==> config.mk <==
export PLATFORM = sky130hd
export DESIGN_NAME = csem_fifo
export DESIGN_NICKNAME = d
export VERILOG_FILES = /design/src/csem_pkg.sv /design/src/csem_fifo.sv
export SDC_FILE = /design/constraint.sdc
export NUM_CORES = 1
export LEC_CHECK = 0
export BUFFER_PORTS_ARGS = -buffer_cell sky130_fd_sc_hd__buf_2
export CORE_ASPECT_RATIO = 0.75
export CORE_MARGIN = 2
export CORE_UTILIZATION = 40
export CTS_CLUSTER_DIAMETER = 150
export DETAILED_ROUTE_END_ITERATION = 8
export PLACE_DENSITY = 0.74
export SLEW_MARGIN = 0
export SYNTH_ARGS = -nofsm -noshare
export SYNTH_HDL_FRONTEND = slang
export SYNTH_SLANG_ARGS = --single-unit
==> constraint.sdc <==
create_clock -name clk -period 5.5 [get_ports clk]
set_clock_uncertainty 0.2 [all_clocks]
set_input_delay 0.825 -clock clk [delete_from_list [all_inputs] [get_ports clk]]
set_output_delay 0.825 -clock clk [all_outputs]
set_load 0.005 [all_outputs]
==> src/csem_pkg.sv <==
package csem_pkg;

    // table geometry and field widths
    localparam int NUM_SEMS    = 16;
    localparam int QUEUE_DEPTH = 16;
    localparam int PID_BITS    = 16;
    localparam int COUNT_BITS  = 16;

    localparam int SLOT_W    = $clog2(NUM_SEMS);
    localparam int LEN_W     = $clog2(QUEUE_DEPTH + 1);
    localparam int MEM_DEPTH = NUM_SEMS * QUEUE_DEPTH;
    localparam int ADDR_W    = $clog2(MEM_DEPTH);

    localparam logic [32:0]           COUNT_MAX_W = (33'd1 << COUNT_BITS) - 33'd1;
    localparam logic [COUNT_BITS-1:0] COUNT_MAX   = '1;

    // command codes on the input channel
    typedef enum logic [2:0] {
        CMD_OPEN   = 3'd0,
        CMD_CLOSE  = 3'd1,
        CMD_POST   = 3'd2,
        CMD_WAIT   = 3'd3,
        CMD_REMOVE = 3'd4
    } cmd_t;

    // result status codes
    typedef enum logic [2:0] {
        STS_OK          = 3'd0,
        STS_BLOCKED     = 3'd1,
        STS_TABLE_FULL  = 3'd2,
        STS_NOT_FOUND   = 3'd3,
        STS_HAS_WAITERS = 3'd4,
        STS_QUEUE_FULL  = 3'd5,
        STS_OVERFLOW    = 3'd6
    } status_t;

    // classified operation handed from front to back
    typedef enum logic [2:0] {
        OP_OPEN,
        OP_CLOSE,
        OP_POST,
        OP_WAIT,
        OP_REMOVE,
        OP_NONE
    } op_t;

    typedef struct packed {
        op_t                   op;
        logic [31:0]           sem_id;
        logic [COUNT_BITS-1:0] init;
        logic                  init_sat;
        logic [PID_BITS-1:0]   pid;
    } job_t;

    // flat address of one queue entry
    function automatic logic [ADDR_W-1:0] qaddr(logic [SLOT_W-1:0] s, logic [LEN_W-1:0] p);
        return ADDR_W'(s) * ADDR_W'(QUEUE_DEPTH) + ADDR_W'(p);
    endfunction

endpackage

==> src/csem_fifo.sv <==
module csem_fifo
    import csem_pkg::*;
(
    input  logic clk,
    input  logic rst_n,
    input  job_t wr_data,
    input  logic wr_valid,
    output logic wr_ready,
    output job_t rd_data,
    output logic rd_valid,
    input  logic rd_pop
);

    job_t       data_reg [2];
    logic       wr_ptr_reg;
    logic       rd_ptr_reg;
    logic [1:0] fill_reg;
    logic       push;

    assign wr_ready = fill_reg != 2'd2;
    assign rd_valid = fill_reg != 2'd0;
    assign rd_data  = data_reg[rd_ptr_reg];
    assign push     = wr_valid && wr_ready;

    // two entry item queue
    always_ff @(posedge clk or negedge rst_n)
    begin
        if (!rst_n)
        begin
            wr_ptr_reg <= 1'b0;
            rd_ptr_reg <= 1'b0;
            fill_reg   <= 2'd0;
        end
        else
        begin
            if (push)
            begin
                wr_ptr_reg <= !wr_ptr_reg;
            end
            if (rd_pop)
            begin
                rd_ptr_reg <= !rd_ptr_reg;
            end
            if (push && !rd_pop)
            begin
                fill_reg <= fill_reg + 2'd1;
            end
            else if (!push && rd_pop)
            begin
                fill_reg <= fill_reg - 2'd1;
            end
        end
    end

    // payload storage
    always_ff @(posedge clk)
    begin
        if (push)
        begin
            data_reg[wr_ptr_reg] <= wr_data;
        end
    end

endmodule

# Yosys cells after proc, flatten, opt, wreduce, memory -nomap -nowiden
# Memory sizes are Yosys's and may differ from the RTL's.
# Index checks and enable logic that the tools add are counted.
# word_totals
ff_bits	4
mem_bits_rw	136
in_bits	72
wordCells	20
n_memories	1
# memory_table
name	words	word_bits	rd	rd_ports_with_merged_regs	wr	line_no	source
data_reg	2	68	1	0	1	csem_fifo.sv:14	job_t data_reg [2];
# classes
add_sub_neg	2
eq_ne	1
n_mux	4
reduce_logical	9
# op_table
cell	count
1-bit zero test	4
2-bit 2-to-1 mux	2
2-bit nonzero test	2
1-bit logical AND	3
2-bit by 1-bit adder with 2-bit output, second input constant	1
1-bit 2-to-1 mux	2
2-bit != test, second input constant	1
2-bit by 1-bit subtractor with 2-bit output, second input constant	1

# Depth between registers and ports, before layout
# Gate-level depths: netlist (run 1).
# depth
word_depth	6
depth_mapped	7
ltp_nobuf	7

# Worst setup path after synthesis (run 1)
# OpenSTA, ideal clock, no wires.
# synth_path
path_type	input port to flip-flop
start	in wr_valid
end	mem data_reg[0][0] (netlist bit) (enable)
setup_time_ns	0.494
arrival_ns	3.755
required_ns	4.806
setup_slack_ns	1.050
cell_stages	2
cell_sequence	nand2_1 -> nor2_1
# synth_between
elab_chain_len	3
# synth_rtl
item	line_no	source
from (decl)	csem_fifo.sv:7	input logic wr_valid,
1-bit logical AND	csem_fifo.sv:23	assign push = wr_valid && wr_ready;
1-bit 2-to-1 mux	csem_fifo.sv:58	if (push)
1-bit 2-to-1 mux (implied by the code)	csem_fifo.sv:60	data_reg[wr_ptr_reg] <= wr_data;
to (decl)	csem_fifo.sv:14	
# No other way between the ends.

==> impl_metrics.tcl, run 1 <==
set metrics [dict create \
    status "complete, no violations" \
    syn_avg_cell_area_um2 22.4 \
    cts_root_buffer "clkbuf_16" \
    swShare 0.250 \
    cp-end-kind "output pin" \
    die_h_um 102 \
    wl_um 8700 \
    power_frac_seq 0.458 \
    drv_cap 0 \
    postCtsSetupRepairBufs 0 \
    dieArea_um2 13800 \
    ant_nets 0 \
    layout_common_cells "141 x buf_2, 136 x edfxtp_1, 58 x mux2_2" \
    yosysTopAreaCellShare 0.794 \
    drive_above_1_share 0.611 \
    clk_pin_slew_ps 50 \
    hold_class "in2async" \
    period_minus_slack_ps 3110 \
    power.share.clock 0.319 \
    p_sw_w 0.000887 \
    n_fill_cell 1029 \
    comb_power_share 0.222 \
    mostFrequentLayoutCell "buf_2" \
    critPathSlowestCell "dfrtp_4" \
    clockBufferDepth 2 \
    cts_buffers 17 \
    critical_path.max_fanout 69 \
    cts_sinks 140 \
    via_per_inst 4.57 \
    cpLargestDelayFamily "flip-flops" \
    power_density_nw_per_um2 536 \
    worst-path-buf-inv 1 \
    slowest_delay_ps 1050 \
    path_class "reg2out" \
    route.detailed.drc 0 \
    port_buffers 141 \
    grt_antenna_before_repair 0 \
    cts_tree "built" \
    cts-resized-gates 0 \
    reg2reg_from "fill_reg[0]" \
    syn2layout_area_growth_pct 28.7 \
    hold_viol 0 \
    slew_violations 0 \
    drtIter0Drc 86 \
    synth_warnings 0 \
    p_int_w 0.00266 \
    yosysUniqueCellTypes 16 \
    avgRoutedWirePerCell_um 15.5 \
    fin_crit_sh 0.565 \
    antennaDiodeCount 0 \
    ys_seq_area_frac 0.813 \
    drt-pass1-iter-count 3 \
    p_leak_nw 2.53 \
    core_um2 12400 \
    place.gp.congestion 0.718 \
    max-vdd-ir-drop_mv 0.473 \
    worst_pin_slew_ps 1050 \
    syn-num-nets 303 \
    grt_pass1_vias 2660 \
    syn_area_um2 5140 \
    reg2reg_slack_ps 2820 \
    largest_reg_flops 136 \
    finalSetupViolations 0 \
    boundaryPins 142 \
    fin_util 0.532 \
    crit_required_ps 4470 \
    cts-hold-fix-buffers 0 \
    grt_first_pass_wirelength_um 13200 \
    yosysTopAreaCell "edfxtp_1" \
    final_cell_area_um2 6620 \
    grt_usage 0.130 \
    synth.area.top_cells "edfxtp_1 79%, mux2_2 13%, mux2_4 2.9%" \
    start_kind "flop" \
    start_util 0.414 \
    syn_inst 230 \
    cp_cell_sequence "mux2_2 > buf_2" \
    rsz0062_at_grt "false" \
    die_w_um 135 \
    clk_latency_ps 400 \
    tns_ps 0 \
    vias 2567 \
    fmax_ghz 0.322 \
    ctsHtreeMaxLevel 4 \
    dpl_cell_area_um2 6020 \
    synth_seq_cells 140 \
    nets 456 \
    rows 35 \
    slew_headroom 0.296 \
    grt_max_degree 70 \
    cp.arrival_ps 2080 \
    grt.overflow.total 0 \
    timing.hold.ws_ps 23.7 \
    startpoint "rd_ptr_reg" \
    hpwl_um 5540 \
]
-- per-layer routing --
layer | track usage | up-vias | wire length, um
met1 | 0.155 | 1262 | 3680
met5 | 0 | - | 0
met2 | 0.215 | 87 | 4350
li1 | - | 1211 | -
met4 | 0.0577 | 0 | 74
met3 | 0.0491 | 7 | 598
-- kinds of logic after synthesis --
kind of cell | count (synthesis) | synth area share
XOR/XNOR | 5 | 0.00852
adder cells (fa/ha/maj) | 1 | 0.00243
buffers and inverters | 10 | 0.0136
flip-flops | 140 | 0.813
multiplexers | 68 | 0.156
AND/OR/NAND/NOR | 6 | 0.00584
-- synth_stat cells --
master	count
nor2_1	2
nand2b_1	1
nand2_1	1
buf_8	1
mux2_4	10
buf_6	2
edfxtp_1	136
dfrtp_1	4
or2_2	1
buf_2	5
inv_1	2
xor2_1	3
ha_1	1
mux2_2	58
and3_1	1
xnor2_1	2
-- worst paths after layout --
kind	endpoint	cells after the start
max	rd_data[6]	2
min	fill_reg[0]	1
max reg2reg	data_reg[0][66]	4
min reg2reg	fill_reg[1]	1
max in group asynchronous	rd_ptr_reg	1
min in group clk	fill_reg[1]	1
-- through the flow --
| stage | power, W | worst slack, ps | instances |
|---|---|---|---|
| 2_1_floorplan | 0.00212 | 1050 | 230 |
| 3_3_place_gp | 0.00243 | 2520 | 530 |
| 3_5_place_dp | 0.00246 | 2420 | 530 |
| 4_1_cts | 0.00361 | 2360 | 562 |
| 5_1_grt | 0.00373 | 2280 | 562 |
| 6_report | 0.00355 | 2390 | 562 |
-- power groups by stage --
stage	clock network [W]	logic (W)	registers, W
2_1_floorplan	0	0.000584	0.00154
3_3_place_gp	0	0.000795	0.00164
3_5_place_dp	0	0.000806	0.00166
4_1_cts	0.00116	0.000811	0.00163
5_1_grt	0.00120	0.000866	0.00166
6_report	0.00113	0.000789	0.00163
-- final cells by class --
cell class	count	area, um^2	area share
Clock buffer	24	482	0.0728
Sequential cell	140	4190	0.633
Multi-Input combinational cell	80	902	0.136
Timing Repair Buffer	142	713	0.108
Tap cell	166	208	0.0314
Inverter	2	7.51	0.00113
Clock inverter	8	118	0.0178
Note: power is estimated with default switching activity, not from simulation.
==> run 2: changes to the inputs <==
==> constraint.sdc (replaced) <==
create_clock -name clk -period 3.1 [get_ports clk]
set_clock_uncertainty 0.2 [all_clocks]
set_input_delay 0.465 -clock clk [delete_from_list [all_inputs] [get_ports clk]]
set_output_delay 0.465 -clock clk [all_outputs]
set_load 0.005 [all_outputs]
==> impl_metrics.tcl, run 2 (synthesized netlist as in run 1, its figures left out) <==
set metrics [dict create \
    syn2layout_area_growth_pct 29.7 \
    clockBufferDepth 2 \
    status "complete, no violations" \
    cp.arrival_ps 1970 \
    avgRoutedWirePerCell_um 16.2 \
    slew_violations 0 \
    final_cell_area_um2 6670 \
    die_h_um 102 \
    cpLargestDelayFamily "flip-flops" \
    hpwl_um 5960 \
    fmax_ghz 0.380 \
    finalSetupViolations 0 \
    hold_viol 0 \
    port_buffers 141 \
    cts_tree "built" \
    cp-end-kind "output pin" \
    critical_path.max_fanout 37 \
    use_met3 0.0437 \
    min_from "wr_data[4]" \
    cp_cell_sequence "buf_12 > mux2_2 > buf_2" \
    route.detailed.drc 0 \
    grt_use_met1 0.168 \
    drt-pass1-iter-count 5 \
    antennaDiodeCount 0 \
    vias 2616 \
    grt_usage 0.137 \
    rows 35 \
    die_w_um 135 \
    place.gp.congestion 0.674 \
    grt.overflow.total 0 \
    grt_max_degree 43 \
    wl_um 9190 \
    clk_pin_slew_ps 60 \
    worst-path-buf-inv 2 \
    top_usage_layer "met2" \
    drv_cap 0 \
    via_per_inst 4.62 \
    slowest_delay_ps 730 \
    boundaryPins 142 \
    drtIter0Drc 108 \
    worst_pin_slew_ps 566 \
    use_met2 0.216 \
    power_density_nw_per_um2 953 \
    postCtsSetupRepairBufs 0 \
    startpoint "rd_ptr_reg" \
    hold_class "in2reg" \
    grt_antenna_before_repair 1 \
    core_um2 12400 \
    tns_ps 0 \
    p_leak_nw 2.55 \
    cts_sinks 140 \
    cts_root_buffer "clkbuf_16" \
    mostFrequentLayoutCell "buf_2" \
    n_fill_cell 1010 \
    crit_required_ps 2430 \
    slew_headroom 0.623 \
    fin_crit_sh 0.849 \
    drive_above_1_share 0.620 \
    reg2reg_from "fill_reg[0]" \
    nets 460 \
    clk_latency_ps 410 \
    ctsHtreeMaxLevel 4 \
    grt_first_pass_wirelength_um 13700 \
    cts_buffers 17 \
    max-vdd-ir-drop_mv 0.419 \
    layout_common_cells "141 x buf_2, 136 x edfxtp_1, 58 x mux2_2" \
    critPathSlowestCell "dfrtp_4" \
    dieArea_um2 13800 \
    cts-resized-gates 0 \
    period_minus_slack_ps 2630 \
    dpl_cell_area_um2 6070 \
    cts-hold-fix-buffers 1 \
    path_class "reg2out" \
    grt_pass1_vias 2717 \
    rsz0062_at_grt "false" \
    largest_reg_flops 136 \
    start_kind "flop" \
    ant_nets 0 \
    start_util 0.414 \
]
-- run 2: path summary, 6_finish.rpt --
path	endpoint	slack [ps]	depth (start not counted)
min in group asynchronous	fill_reg[1]	180	2
max in group asynchronous	rd_ptr_reg	2380	2
worst min register to register	fill_reg[1]	280	1
worst max-delay path	rd_data[10]	470	3
worst min-delay path	data_reg[1][4]	40	1
worst max register to register	data_reg[1][16]	1150	3
-- run 2: power breakdown --
| part | switching (W) | internal (W) |
|---|---|---|
| Combinational | 0.000706 | 0.000838 |
| Clock | 0.000766 | 0.00126 |
| Sequential | 0.000195 | 0.00259 |
-- run 2: area by class of cell --
class                   instances  area (um^2)  area share
clock buffers                  17          425      0.0638
clock inverters                15          171      0.0257
inverters                       2         7.51     0.00113
multi-input cells              80          902       0.135
flip-flops and latches        140         4190       0.628
well taps                     166          208      0.0311
repair buffers                146          771       0.116
-- run 2: per-layer routing --
metal | vias to the layer above | wire length (um)
met3 | 15 | 614
met1 | 1280 | 4080
met5 | - | 0
li1 | 1223 | -
met2 | 98 | 4330
met4 | 0 | 170
-- run 2: stage by stage --
| stage | setup slack, ps | std cells | util | hold slack, ps | power (W) |
|---|---|---|---|---|---|
| final | 467 | 566 | 0.537 | 40.3 | 0.00636 |
| after floorplan | 53.0 | 230 | - | -30.6 | 0.00376 |
| after global placement | 900 | 533 | 0.488 | 75.1 | 0.00436 |
| after global routing | 365 | 566 | 0.537 | 27.1 | 0.00667 |
| after detailed placement | 876 | 533 | 0.488 | 78.5 | 0.00440 |
| after CTS | 425 | 566 | 0.537 | 21.1 | 0.00646 |
==> run 3: changes to the inputs <==
--- a/config.mk
+++ b/config.mk
@@ -11,7 +11,7 @@
 export CORE_UTILIZATION = 40
 export CTS_CLUSTER_DIAMETER = 150
 export DETAILED_ROUTE_END_ITERATION = 8
-export PLACE_DENSITY = 0.74
+export PLACE_DENSITY = 0.76
 export SLEW_MARGIN = 0
 export SYNTH_ARGS = -nofsm -noshare
 export SYNTH_HDL_FRONTEND = slang
==> constraint.sdc (replaced) <==
create_clock -name clk -period 2.28 [get_ports clk]
set_clock_uncertainty 0.2 [all_clocks]
set_input_delay 0.342 -clock clk [delete_from_list [all_inputs] [get_ports clk]]
set_output_delay 0.342 -clock clk [all_outputs]
set_load 0.005 [all_outputs]
==> impl_metrics.tcl, run 3 (synthesized netlist as in run 1, its figures left out) <==
set metrics [dict create \
    dieArea_um2 13800 \
    place.gp.congestion 0.710 \
    hold_viol 0 \
    dr_wl_met2_um 5150 \
    mostFrequentLayoutCell "buf_2" \
    cts_root_buffer "clkbuf_16" \
    grt_max_degree 69 \
    startpoint "rd_ptr_reg" \
    rsz0062_at_grt "false" \
    status "complete, no violations" \
    reg2reg_from "fill_reg[0]" \
    postCtsSetupRepairBufs 0 \
    finalSetupViolations 0 \
    fmax_ghz 0.451 \
    grt.overflow.total 0 \
    drive_above_1_share 0.522 \
    drtIter0Drc 196 \
    tns_ps 0 \
    grt_first_pass_wirelength_um 15700 \
    dpl_cell_area_um2 6110 \
    power.share.clock 0.286 \
    p_leak_nw 2.82 \
    grt_usage 0.153 \
    power_density_nw_per_um2 1170 \
    reg2reg_slack_ps 510 \
    cp.arrival_ps 1670 \
    critical_path.max_fanout 36 \
    p_int_w 0.00628 \
    dr_wl_met3_um 592 \
    hold_class "in2async" \
    antennaDiodeCount 0 \
    clockBufferDepth 2 \
    hpwl_um 6010 \
    layout_common_cells "141 x buf_2, 136 x edfxtp_1, 70 x dlygate4sd3_1" \
    start_util 0.414 \
    clk_latency_ps 400 \
    period_minus_slack_ps 2220 \
    slew_headroom 0.714 \
    port_buffers 141 \
    avgRoutedWirePerCell_um 16.0 \
    cp-end-kind "output pin" \
    boundaryPins 142 \
    cts_sinks 140 \
    crit_required_ps 1740 \
    power_frac_seq 0.434 \
    rows 35 \
    path_class "reg2out" \
    slew_violations 0 \
    start_kind "flop" \
    p_sw_w 0.00226 \
    max-vdd-ir-drop_mv 1.03 \
    nets 530 \
    wl_um 10200 \
    comb_power_share 0.280 \
    highest-signal-layer "met4" \
    n_fill_cell 971 \
    grt_pass1_vias 3149 \
    ant_nets 0 \
    ctsHtreeMaxLevel 4 \
    die_h_um 102 \
    core_um2 12400 \
    via_per_inst 4.58 \
    fin_crit_sh 0.972 \
    syn2layout_area_growth_pct 42.4 \
    drt-pass1-iter-count 4 \
    routedLengthMet1_um 4310 \
    die_w_um 135 \
    cts_buffers 17 \
    swShare 0.264 \
    clk_pin_slew_ps 50 \
    vias 2911 \
    largest_reg_flops 136 \
    worst_pin_slew_ps 430 \
    cts_tree "built" \
    final_cell_area_um2 7330 \
    drv_cap 0 \
    route.detailed.drc 0 \
    grt_antenna_before_repair 0 \
]
==> run 3: cell types whose count changed in the layout (fill, tap and decap cells not counted) <==
cell           previous run  this run
buf_12                    2         4
buf_4                     2         1
bufinv_16                 3         1
clkbuf_1                  0         5
clkinv_2                  4         5
clkinv_4                  1         0
clkinvlp_4                3         2
dlygate4sd3_1             1        70
inv_6                     3         0
nand2_1                   1         0
nand2_2                   0         1
nand2b_1                  1         0
nand2b_4                  0         1
==> run 3: worst max-delay path, cell delays in order, from the launching register on <==
cell and delay [ps]:
dfrtp_4 490, buf_12 230, mux2_2 380, buf_2 130
==> run 3: worst paths after layout <==
check                             endpoint  cells past startpoint
max                            rd_data[19]                      3
min                            fill_reg[0]                      2
max reg2reg                data_reg[0][43]                      4
min reg2reg                    fill_reg[0]                      1
max in group asynchronous       rd_ptr_reg                      2
min in group clk                wr_ptr_reg                      3
==> run 3: final cells by class <==
cell class	count	area, um^2	share of cell area
inverters	2	7.51	0.00102
flip-flops and latches	140	4190	0.572
well taps	166	208	0.0283
clock inverters	9	73.8	0.0101
clock buffers	22	444	0.0606
multi-input cells	80	912	0.124
repair buffers	216	1490	0.204
==> run 3: power by group through the flow <==
stage / Clock (W) / Combinational [W] / Sequential [W]
5_1_grt: 0.00262 / 0.00260 / 0.00376
3_3_place_gp: 0 / 0.00229 / 0.00372
3_5_place_dp: 0 / 0.00231 / 0.00376
6_report: 0.00245 / 0.00239 / 0.00371
4_1_cts: 0.00250 / 0.00243 / 0.00371
2_1_floorplan: 0 / 0.00143 / 0.00369
==> run 3: per-layer routing <==
layer,global-route usage,up-vias
met2,0.262,98
met1,0.183,1435
met4,0.0529,0
met3,0.0556,14
li1,-,1364
met5,0,-
==> run 3: metrics by stage <==
| step | cells | total power (W) | hold slack (ps) | setup WS [ps] | util |
|---|---|---|---|---|---|
| final | 635 | 0.00854 | 64.2 | 64.9 | 0.589 |
| after global routing | 635 | 0.00898 | 71.4 | 4.92 | 0.589 |
| after detailed placement | 534 | 0.00607 | -44.0 | 495 | 0.491 |
| after floorplan | 230 | 0.00511 | -154 | 21.9 | - |
| after global placement | 534 | 0.00601 | -47.8 | 494 | 0.491 |
| after CTS | 635 | 0.00864 | 50.4 | 49.7 | 0.589 |
==> run 3: what timing repair did <==
item / CTS / global route
hold endpoints to repair: 141 / 0
gates resized for setup: 0 / 0
hold buffers: 70 / 0
